[src/rtl/alist_pkg.sv]
// ----------------------------------------------------------------------------
// alist_pkg: shared definitions for the array list unit
// Sizes, operation and status codes, and the command passed from the
// front end through the queue to the back end.
// ----------------------------------------------------------------------------
package alist_pkg;

  localparam int MAX_ENTRIES = 64;
  localparam int IDX_W       = $clog2(MAX_ENTRIES);
  localparam int VALUE_W     = 32;
  localparam int OP_W        = 3;
  localparam int STATUS_W    = 2;
  localparam int FIDX_W      = 7;
  localparam int QUEUE_DEPTH = 2;

  localparam logic [OP_W-1:0] OP_APPEND = 3'd0;
  localparam logic [OP_W-1:0] OP_FRONT  = 3'd1;
  localparam logic [OP_W-1:0] OP_SORTED = 3'd2;
  localparam logic [OP_W-1:0] OP_REMOVE = 3'd3;
  localparam logic [OP_W-1:0] OP_FIND   = 3'd4;

  localparam logic [STATUS_W-1:0] ST_DONE      = 2'd0;
  localparam logic [STATUS_W-1:0] ST_FULL      = 2'd1;
  localparam logic [STATUS_W-1:0] ST_NOT_FOUND = 2'd2;

  localparam logic [FIDX_W-1:0] NO_INDEX = '1;

  typedef enum logic [2:0] {
    CMD_NOP,
    CMD_APPEND,
    CMD_FRONT,
    CMD_SORTED,
    CMD_REMOVE,
    CMD_FIND
  } cmd_kind_t;

  typedef struct packed {
    cmd_kind_t                  kind;
    logic signed [VALUE_W-1:0]  value;
  } cmd_t;

endpackage

[src/rtl/array_list_insert_remove_find_unit.sv]
// ----------------------------------------------------------------------------
// array_list_insert_remove_find_unit: ordered list of signed 32-bit values
// Append, full, unused op codes and empty-list searches need no memory walk; find
//   and remove walk up to the match, front insert walks the whole list, and sorted
//   insert first searches and then walks down from the top to its slot.
// The engine takes one item at a time while the queue holds later ones; results never stall.
// Reset: synchronous, active low; count and queue are cleared, entry memory is not.
// ----------------------------------------------------------------------------
//
// The front end accepts a transfer whenever the command queue has room and
// maps the op code to a command kind. The back end pops one command at a
// time. It owns the 64-entry memory (one write and one registered read per
// cycle) and the fill count. Searches walk upward with the read address one
// ahead of the compare. A sorted insert first searches for the first entry
// that is not less than the value, then a front or sorted insert opens
// its slot by walking down from the top, copying each entry one place up.
// A remove closes the gap by walking upward from the match. Every item
// ends in a single result strobe that carries the status, the matched
// index (or all ones) and the count after the operation.
module array_list_insert_remove_find_unit (
  input  logic                                  clk,
  input  logic                                  rst_n,
  input  logic                                  start,
  output logic                                  busy,
  input  logic [alist_pkg::OP_W-1:0]            in_op,
  input  logic signed [alist_pkg::VALUE_W-1:0]  in_value,
  output logic                                  out_valid,
  output logic [alist_pkg::STATUS_W-1:0]        out_status,
  output logic signed [alist_pkg::FIDX_W-1:0]   out_found_index,
  output logic [alist_pkg::IDX_W-1:0]           out_entry_count
);
  import alist_pkg::*;

  cmd_t  front_cmd;
  cmd_t  head_cmd;
  logic  q_push;
  logic  q_pop;
  logic  q_empty;
  logic  q_full;

  alist_front u_front (
    .start    (start),
    .busy     (busy),
    .in_op    (in_op),
    .in_value (in_value),
    .q_full   (q_full),
    .q_push   (q_push),
    .q_cmd    (front_cmd)
  );

  alist_queue u_queue (
    .clk      (clk),
    .rst_n    (rst_n),
    .push     (q_push),
    .push_cmd (front_cmd),
    .pop      (q_pop),
    .head_cmd (head_cmd),
    .empty    (q_empty),
    .full     (q_full)
  );

  alist_back u_back (
    .clk             (clk),
    .rst_n           (rst_n),
    .q_empty         (q_empty),
    .q_cmd           (head_cmd),
    .q_pop           (q_pop),
    .out_valid       (out_valid),
    .out_status      (out_status),
    .out_found_index (out_found_index),
    .out_entry_count (out_entry_count)
  );

endmodule

[src/rtl/alist_front.sv]
// ----------------------------------------------------------------------------
// alist_front: command front end
// Takes operation transfers and turns the raw op code into a command kind
// for the queue.
// ----------------------------------------------------------------------------
module alist_front (
  input  logic                              start,
  output logic                              busy,
  input  logic [alist_pkg::OP_W-1:0]        in_op,
  input  logic signed [alist_pkg::VALUE_W-1:0] in_value,
  input  logic                              q_full,
  output logic                              q_push,
  output alist_pkg::cmd_t                   q_cmd
);
  import alist_pkg::*;

  assign busy   = q_full;
  assign q_push = start && !q_full;

  always_comb begin
    q_cmd.value = in_value;
    case (in_op)
      OP_APPEND: q_cmd.kind = CMD_APPEND;
      OP_FRONT:  q_cmd.kind = CMD_FRONT;
      OP_SORTED: q_cmd.kind = CMD_SORTED;
      OP_REMOVE: q_cmd.kind = CMD_REMOVE;
      OP_FIND:   q_cmd.kind = CMD_FIND;
      default:   q_cmd.kind = CMD_NOP;
    endcase
  end

endmodule

[src/rtl/alist_queue.sv]
// ----------------------------------------------------------------------------
// alist_queue: command queue
// Small first-in first-out buffer between the front end and the back end.
// ----------------------------------------------------------------------------
module alist_queue (
  input  logic            clk,
  input  logic            rst_n,
  input  logic            push,
  input  alist_pkg::cmd_t push_cmd,
  input  logic            pop,
  output alist_pkg::cmd_t head_cmd,
  output logic            empty,
  output logic            full
);
  import alist_pkg::*;

  localparam int PTR_W = (QUEUE_DEPTH > 1) ? $clog2(QUEUE_DEPTH) : 1;
  localparam int CNT_W = $clog2(QUEUE_DEPTH + 1);
  localparam logic [PTR_W-1:0] LAST_PTR = PTR_W'(QUEUE_DEPTH - 1);
  localparam logic [CNT_W-1:0] FULL_CNT = CNT_W'(QUEUE_DEPTH);

  cmd_t              slot_r [QUEUE_DEPTH];
  logic [PTR_W-1:0]  wr_ptr_r, wr_ptr_nxt;
  logic [PTR_W-1:0]  rd_ptr_r, rd_ptr_nxt;
  logic [CNT_W-1:0]  cnt_r, cnt_nxt;
  logic              do_push, do_pop;

  assign empty    = (cnt_r == '0);
  assign full     = (cnt_r == FULL_CNT);
  assign head_cmd = slot_r[rd_ptr_r];
  assign do_push  = push && !full;
  assign do_pop   = pop && !empty;

  always_comb begin
    wr_ptr_nxt = wr_ptr_r;
    rd_ptr_nxt = rd_ptr_r;
    cnt_nxt    = cnt_r;
    if (do_push) begin
      wr_ptr_nxt = (wr_ptr_r == LAST_PTR) ? '0 : wr_ptr_r + 1'b1;
    end
    if (do_pop) begin
      rd_ptr_nxt = (rd_ptr_r == LAST_PTR) ? '0 : rd_ptr_r + 1'b1;
    end
    if (do_push && !do_pop) begin
      cnt_nxt = cnt_r + 1'b1;
    end else if (do_pop && !do_push) begin
      cnt_nxt = cnt_r - 1'b1;
    end
  end

  always_ff @(posedge clk) begin
    if (!rst_n) begin
      wr_ptr_r <= '0;
      rd_ptr_r <= '0;
      cnt_r    <= '0;
    end else begin
      wr_ptr_r <= wr_ptr_nxt;
      rd_ptr_r <= rd_ptr_nxt;
      cnt_r    <= cnt_nxt;
    end
  end

  always_ff @(posedge clk) begin
    if (do_push) begin
      slot_r[wr_ptr_r] <= push_cmd;
    end
  end

endmodule

[src/rtl/alist_back.sv]
// ----------------------------------------------------------------------------
// alist_back: list engine
// Holds the entry memory and the count, and walks the memory one entry per
// cycle to search, open a slot or close a gap.
// ----------------------------------------------------------------------------
module alist_back (
  input  logic                                   clk,
  input  logic                                   rst_n,
  input  logic                                   q_empty,
  input  alist_pkg::cmd_t                        q_cmd,
  output logic                                   q_pop,
  output logic                                   out_valid,
  output logic [alist_pkg::STATUS_W-1:0]         out_status,
  output logic signed [alist_pkg::FIDX_W-1:0]    out_found_index,
  output logic [alist_pkg::IDX_W-1:0]            out_entry_count
);
  import alist_pkg::*;

  localparam logic [IDX_W-1:0] FULL_LIMIT = IDX_W'(MAX_ENTRIES - 1);

  typedef enum logic [2:0] {
    S_IDLE,
    S_SCAN,
    S_UPGO,
    S_UP,
    S_DN,
    S_FIN
  } state_t;

  state_t                   state_r, state_nxt;
  cmd_t                     cmd_r, cmd_nxt;
  logic [IDX_W-1:0]         idx_r, idx_nxt;
  logic [IDX_W-1:0]         pos_r, pos_nxt;
  logic [IDX_W-1:0]         count_r, count_nxt;
  logic                     out_valid_r;
  logic [STATUS_W-1:0]      out_status_r;
  logic [FIDX_W-1:0]        out_index_r;
  logic [IDX_W-1:0]         out_count_r;

  logic [VALUE_W-1:0]       mem [MAX_ENTRIES];
  logic [VALUE_W-1:0]       rd_data_r;
  logic [IDX_W-1:0]         rd_addr;
  logic                     mem_we;
  logic [IDX_W-1:0]         mem_waddr;
  logic [VALUE_W-1:0]       mem_wdata;

  logic                     res_fire;
  logic [STATUS_W-1:0]      res_status;
  logic [FIDX_W-1:0]        res_index;
  logic                     is_full;
  logic                     scan_hit;
  logic                     scan_last;

  assign is_full   = (count_r >= FULL_LIMIT);
  assign scan_last = (IDX_W'(idx_r + 1'b1) == count_r);

  always_comb begin
    if (cmd_r.kind == CMD_SORTED) begin
      scan_hit = !($signed(rd_data_r) < cmd_r.value);
    end else begin
      scan_hit = (rd_data_r == cmd_r.value);
    end
  end

  always_comb begin
    state_nxt  = state_r;
    cmd_nxt    = cmd_r;
    idx_nxt    = idx_r;
    pos_nxt    = pos_r;
    count_nxt  = count_r;
    rd_addr    = '0;
    mem_we     = 1'b0;
    mem_waddr  = idx_r;
    mem_wdata  = rd_data_r;
    res_fire   = 1'b0;
    res_status = ST_DONE;
    res_index  = NO_INDEX;
    q_pop      = 1'b0;

    case (state_r)
      S_IDLE: begin
        if (!q_empty) begin
          q_pop   = 1'b1;
          cmd_nxt = q_cmd;
          idx_nxt = '0;
          case (q_cmd.kind)
            CMD_APPEND: begin
              res_fire = 1'b1;
              if (is_full) begin
                res_status = ST_FULL;
              end else begin
                mem_we    = 1'b1;
                mem_waddr = count_r;
                mem_wdata = q_cmd.value;
                count_nxt = count_r + 1'b1;
              end
            end
            CMD_FRONT: begin
              if (is_full) begin
                res_fire   = 1'b1;
                res_status = ST_FULL;
              end else begin
                pos_nxt   = '0;
                state_nxt = S_UPGO;
              end
            end
            CMD_SORTED: begin
              if (is_full) begin
                res_fire   = 1'b1;
                res_status = ST_FULL;
              end else if (count_r == '0) begin
                pos_nxt   = '0;
                state_nxt = S_UPGO;
              end else begin
                state_nxt = S_SCAN;
              end
            end
            CMD_REMOVE, CMD_FIND: begin
              if (count_r == '0) begin
                res_fire   = 1'b1;
                res_status = ST_NOT_FOUND;
              end else begin
                state_nxt = S_SCAN;
              end
            end
            default: begin
              res_fire = 1'b1;
            end
          endcase
        end
      end

      S_SCAN: begin
        // Read the next entry while the current one is compared.
        rd_addr = IDX_W'(idx_r + 1'b1);
        if (scan_hit) begin
          case (cmd_r.kind)
            CMD_SORTED: begin
              pos_nxt   = idx_r;
              state_nxt = S_UPGO;
            end
            CMD_REMOVE: begin
              pos_nxt = idx_r;
              if (scan_last) begin
                count_nxt  = count_r - 1'b1;
                res_fire   = 1'b1;
                res_index  = FIDX_W'(idx_r);
                state_nxt  = S_IDLE;
              end else begin
                state_nxt = S_DN;
              end
            end
            default: begin
              res_fire  = 1'b1;
              res_index = FIDX_W'(idx_r);
              state_nxt = S_IDLE;
            end
          endcase
        end else if (scan_last) begin
          if (cmd_r.kind == CMD_SORTED) begin
            pos_nxt   = count_r;
            state_nxt = S_UPGO;
          end else begin
            res_fire   = 1'b1;
            res_status = ST_NOT_FOUND;
            state_nxt  = S_IDLE;
          end
        end else begin
          idx_nxt = idx_r + 1'b1;
        end
      end

      S_DN: begin
        // Entry above moves down; the read runs two slots ahead of the write.
        rd_addr = IDX_W'(idx_r + 2'd2);
        mem_we  = 1'b1;
        if (IDX_W'(idx_r + 2'd2) == count_r) begin
          count_nxt = count_r - 1'b1;
          res_fire  = 1'b1;
          res_index = FIDX_W'(pos_r);
          state_nxt = S_IDLE;
        end else begin
          idx_nxt = idx_r + 1'b1;
        end
      end

      S_UPGO: begin
        if (pos_r == count_r) begin
          state_nxt = S_FIN;
        end else begin
          rd_addr   = count_r - 1'b1;
          idx_nxt   = count_r;
          state_nxt = S_UP;
        end
      end

      S_UP: begin
        // Entry below moves up; reads descend two slots ahead of the write.
        rd_addr = idx_r - 2'd2;
        mem_we  = 1'b1;
        if (IDX_W'(idx_r - 1'b1) == pos_r) begin
          state_nxt = S_FIN;
        end else begin
          idx_nxt = idx_r - 1'b1;
        end
      end

      S_FIN: begin
        mem_we    = 1'b1;
        mem_waddr = pos_r;
        mem_wdata = cmd_r.value;
        count_nxt = count_r + 1'b1;
        res_fire  = 1'b1;
        state_nxt = S_IDLE;
      end

      default: begin
        state_nxt = S_IDLE;
      end
    endcase
  end

  always_ff @(posedge clk) begin
    if (!rst_n) begin
      state_r     <= S_IDLE;
      count_r     <= '0;
      out_valid_r <= 1'b0;
    end else begin
      state_r     <= state_nxt;
      count_r     <= count_nxt;
      out_valid_r <= res_fire;
    end
    cmd_r <= cmd_nxt;
    idx_r <= idx_nxt;
    pos_r <= pos_nxt;
    if (res_fire) begin
      out_status_r <= res_status;
      out_index_r  <= res_index;
      out_count_r  <= count_nxt;
    end
  end

  always_ff @(posedge clk) begin
    if (mem_we) begin
      mem[mem_waddr] <= mem_wdata;
    end
    rd_data_r <= mem[rd_addr];
  end

  assign out_valid       = out_valid_r;
  assign out_status      = out_status_r;
  assign out_found_index = out_index_r;
  assign out_entry_count = out_count_r;

endmodule

[config.mk]
export PLATFORM = sky130hd
export DESIGN_NAME = array_list_insert_remove_find_unit
export DESIGN_NICKNAME = d
export VERILOG_FILES = /design/src/rtl/alist_pkg.sv /design/src/rtl/array_list_insert_remove_find_unit.sv /design/src/rtl/alist_front.sv /design/src/rtl/alist_queue.sv /design/src/rtl/alist_back.sv
export SDC_FILE = /design/constraint.sdc
export NUM_CORES = 2
export LEC_CHECK = 0
export BUFFER_PORTS_ARGS = -buffer_cell sky130_fd_sc_hd__clkbuf_2
export CAP_MARGIN = 40
export CORE_MARGIN = 1.5
export CORE_UTILIZATION = 57
export DETAILED_ROUTE_END_ITERATION = 10
export GPL_TIMING_DRIVEN = 0
export PLACE_DENSITY = 0.78
export SETUP_SLACK_MARGIN = 0.05
export SYNTH_ARGS = -nofsm -noshare
export SYNTH_HDL_FRONTEND = slang
export SYNTH_HIERARCHICAL = 1
export SYNTH_SLANG_ARGS = --single-unit
[constraint.sdc]
create_clock -name clk -period 5.22 [get_ports clk]
set_input_delay 0 -clock clk [delete_from_list [all_inputs] [get_ports clk]]
set_output_delay 0 -clock clk [all_outputs]
set_load 0.02 [all_outputs]
==> impl_metrics.tcl <==
set metrics [dict create \
    status "finished with violations" \
    failed_checks "DRC, setup timing" \
    number_of_placement_rows 145 \
    finalClockSkew_ns 0.0510 \
    relSlewSlack_pct 32.3 \
    worst_pin_slew_ns 1.01 \
    wire_length_after_detailed_routing_mm 266 \
    number_of_library_cell_types_mapped_by_synthesis 85 \
    path_class "flop to flop" \
    capturing_point_of_the_worst_reg2reg_path "u_back/rd_data_r[26]" \
    io-pin-count 55 \
    timing.critical_path.arrival_ns 6.02 \
    initial_core_util_pct 57.4 \
    postSynthNetCount 6022 \
    post_route_cell_area_um2 104000 \
    die-area_um2 160000 \
    synth.avg_cell_area_um2 15.1 \
    globalplace.congestion 1.06 \
    post_synth_most_frequent_cells "edfxtp_1 (2180), nand2_1 (811), mux2i_1 (602), nand3_1 (510)" \
    min_delay_path_depth 3 \
    setup_violating_endpoint_count_in_the_final_report 1 \
    clock_tree.htree_level_count 4 \
    power_report.internal_total_mw 39.7 \
    number_of_maximum_capacitance_violations 0 \
    dr.pass1.iters 11 \
    die_width_um 400 \
    post_synth_main_area_contributors "edfxtp_1 (73%), mux2i_1 (6.7%), nand2_1 (3.4%), nand3_1 (2.8%), a221o_1 (1.2%)" \
    synth-simple-area-share_pct 8.15 \
    reg2reg_from "u_back/state_r[0]" \
    max_freq_mhz 191 \
    critical_path.startpoint_type "flop" \
    finalCriticalPeriod_ns 5.24 \
    hold_path_end "u_queue/slot_r[1][32]" \
    via_count 58200 \
    power_frac_seq_pct 35.7 \
    share_of_power_burned_in_the_clock_network_pct 22.0 \
    die_span_in_y_um 400 \
    clock_sinks 2227 \
    layout.area.seq_um2 66400 \
    ys_warn_count 6 \
    rsz0062_at_grt "true" \
    worst_setup_path_end_kind "flop" \
    totalPowerFinal_mw 67.2 \
    synth_top_area_share_pct 73.0 \
    synth_ff_type "edfxtp_1" \
    clock_tree_from_tritoncts "done" \
    detailed_place.area_um2 95700 \
    route.detailed.vias_per_inst 6.68 \
    dp_hpwl_mm 179 \
    fin_ws_ns -0.0208 \
    final_net_count 6544 \
    drc 3 \
    ys_seq_elements 2227 \
    finalHoldViolCount 0 \
    cp_data_required_time_ns 6.00 \
    ffs_w_async_s_r_synth_pct 0 \
    cts_inserted_buffers 209 \
    ir_drop_mv 0.530 \
    first_pass_grt_wire_length_mm 377 \
    synthCells 5944 \
    grt_overflow_total 0 \
    pwr-share-comb_pct 42.3 \
    critical_path_peak_fanout 10 \
    mapped_area_um2 89600 \
    setup_total_negative_slack_ns -0.0208 \
    portBuffers 22 \
    worst-r2r-setup-slack_ns -0.02 \
    fill_cells 9858 \
    grt_antenna_before_repair 34 \
    fin_hold_ws_ns 0.0837 \
    clk_transition_reported_paths_ns 0.06 \
    area_delta_synth_final_pct 15.9 \
    mux_share_of_post_synthesis_cell_area_pct 7.47 \
    synth_enable_flop_cells 2180 \
    synth_top_family_by_area "simple AND/OR/NAND/NOR gates" \
    dp_slack_ns -0.353 \
    power-per-cell-area_nw_per_um2 647 \
    synthDominantAreaCellType "edfxtp_1" \
    multi_input_comb_area_um2 21800 \
    clk_tree_root_cell "clkbuf_16" \
    routed_wire_length_per_instance_um 30.5 \
    drt_iter0_drc 10100 \
    synth_xor_xnor_area_share_pct 0.479 \
    netSwitchingPower_mw 27.5 \
    synth_most_common_cell "edfxtp_1" \
    synth_compound_gate_area_share_pct 6.74 \
    grt_use_total_pct 33.1 \
    coreArea_um2 156000 \
    grt_max_degree 65 \
    max-clock-path-buffers 3 \
    final_antenna_net_count 0 \
    worstSkewPairLatency_ns 0.88 \
    reg2reg_depth 12 \
    grt_pass1_vias 55300 \
    min-delay-start "in_op[0]" \
    finalCritPeriodShare_pct 100 \
    drv_slew 0 \
    drive_gt1_share_pct 13.6 \
    synth_seq_area_share_pct 74.1 \
    worstHoldPathType "primary input to flop" \
    synthAdderAreaFrac_pct 0.558 \
    power.share.switching_pct 40.9 \
    p_leak_nw 35.6 \
]
## through the flow
| stage | utilization [%] | std cells |
|---|---|---|
| 2_1_floorplan | - | 5944 |
| 3_3_place_gp | 59.1 | 8024 |
| 3_5_place_dp | 61.3 | 8184 |
| 4_1_cts | 66.3 | 8668 |
| 5_1_grt | 66.5 | 8699 |
| 6_report | 66.5 | 8714 |
## worst max-delay path: stages (launching register included)
cell	delay [ns]
dfxtp_1	0.35
buf_2	0.27
nor2b_1	0.50
nand2_1	0.23
o22ai_1	0.32
a221o_1	0.44
buf_2	0.48
clkbuf_1	0.53
buf_8	0.26
clkbuf_1	0.73
a21oi_1	0.12
o21ai_0	0.63
or4_1	0.28
## layout make-up
type	count	area share (%)
antenna	17	0.0410
buffer	413	2.02
clock buffer	274	5.56
clock inverter	110	0.817
inverter	49	0.177
multi-input combinational	3255	20.9
sequential	2227	63.9
tap	2058	2.48
timing repair buffer	311	4.03
## cells by family after synthesis
group                    after synthesis
AO/OA/AOI/OAI                        886
XOR/XNOR                              49
adder cells (fa/ha/maj)               40
buffers and inverters                462
flip-flops                          2227
multiplexers                         649
AND/OR/NAND/NOR                     1631
## repair_timing
action	4_1_cts	5_1_grt
setup endpoints to repair	1261	2047
gates resized for setup	16	19
hold endpoints to repair	103	0
buffers inserted	27	20
hold buffers	73	0
pin swaps	11	6
cloned	0	0
## worst max path at each step
stage                                 endpoint              start  cells after the start  slack, ns
after global placement       u_back/mem[51][0]  u_back/count_r[2]                      7      -4.30
after floorplan              u_back/mem[12][0]               flop                     12       0.33
final                     u_back/rd_data_r[26]  u_back/state_r[0]                     12      -0.02
after detailed placement    u_back/mem[26][14]               flop                     14      -0.35
after global routing        u_back/mem[22][12]  u_back/count_r[2]                     12      -0.04
after CTS                   u_back/mem[34][25]               flop                     14       0.05
## registers in the layout (all words and copies together) (netlist names), 2 cells and up, named ones only
register and count:
u_back/idx_r 6, u_back/cmd_r 35, u_back/state_r 3, u_back/pos_r 6
u_queue/cnt_r 2, u_back/out_status 2, u_back/count_r 6, u_back/out_entry_count 6
u_back/out_found_index 7, u_back/mem 2048, u_queue/slot_r 70, u_back/rd_data_r 32
## power groups by stage
stage | clock network [mW] | logic [mW] | registers [mW]
after floorplan | 0 | 14.4 | 24.3
after global placement | 0 | 24.5 | 24.8
after detailed placement | 0 | 26.8 | 24.3
after CTS | 14.8 | 27.1 | 23.9
after global routing | 15.5 | 29.1 | 24.0
final | 14.8 | 28.4 | 24.0
## per-layer routing
metal,vias up,track usage [%],share of wire [%]
li1,24000,-,-
met4,18,21.5,7.6
met5,-,0,0.061
met2,4709,49.9,45
met3,956,7.92,13
met1,28500,43.4,35
## layout by cell type (no fill, tap or decap), types with 30 or more instances in the layout
master         count
nand4_1           41
dfxtp_1           47
nand2_1          802
clkbuf_16        216
buf_4             99
ha_1              40
xnor2_1           30
buf_1             40
a31oi_1           64
buf_2            136
edfxtp_1        2180
nor2_1            83
o21ai_1           32
nand3_1          510
inv_1             46
nor2_4            64
o22ai_1           38
o221ai_1          64
a221o_1           72
clkinv_1          50
mux2_2            35
a21oi_1          188
o21ai_0          178
a22oi_1           42
clkbuf_1         228
buf_12            89
dlygate4sd3_1     73
a221oi_1          65
or4_1             32
a211oi_1          32
mux2i_1          602
No activity file was read; power rests on OpenSTA's default activity.
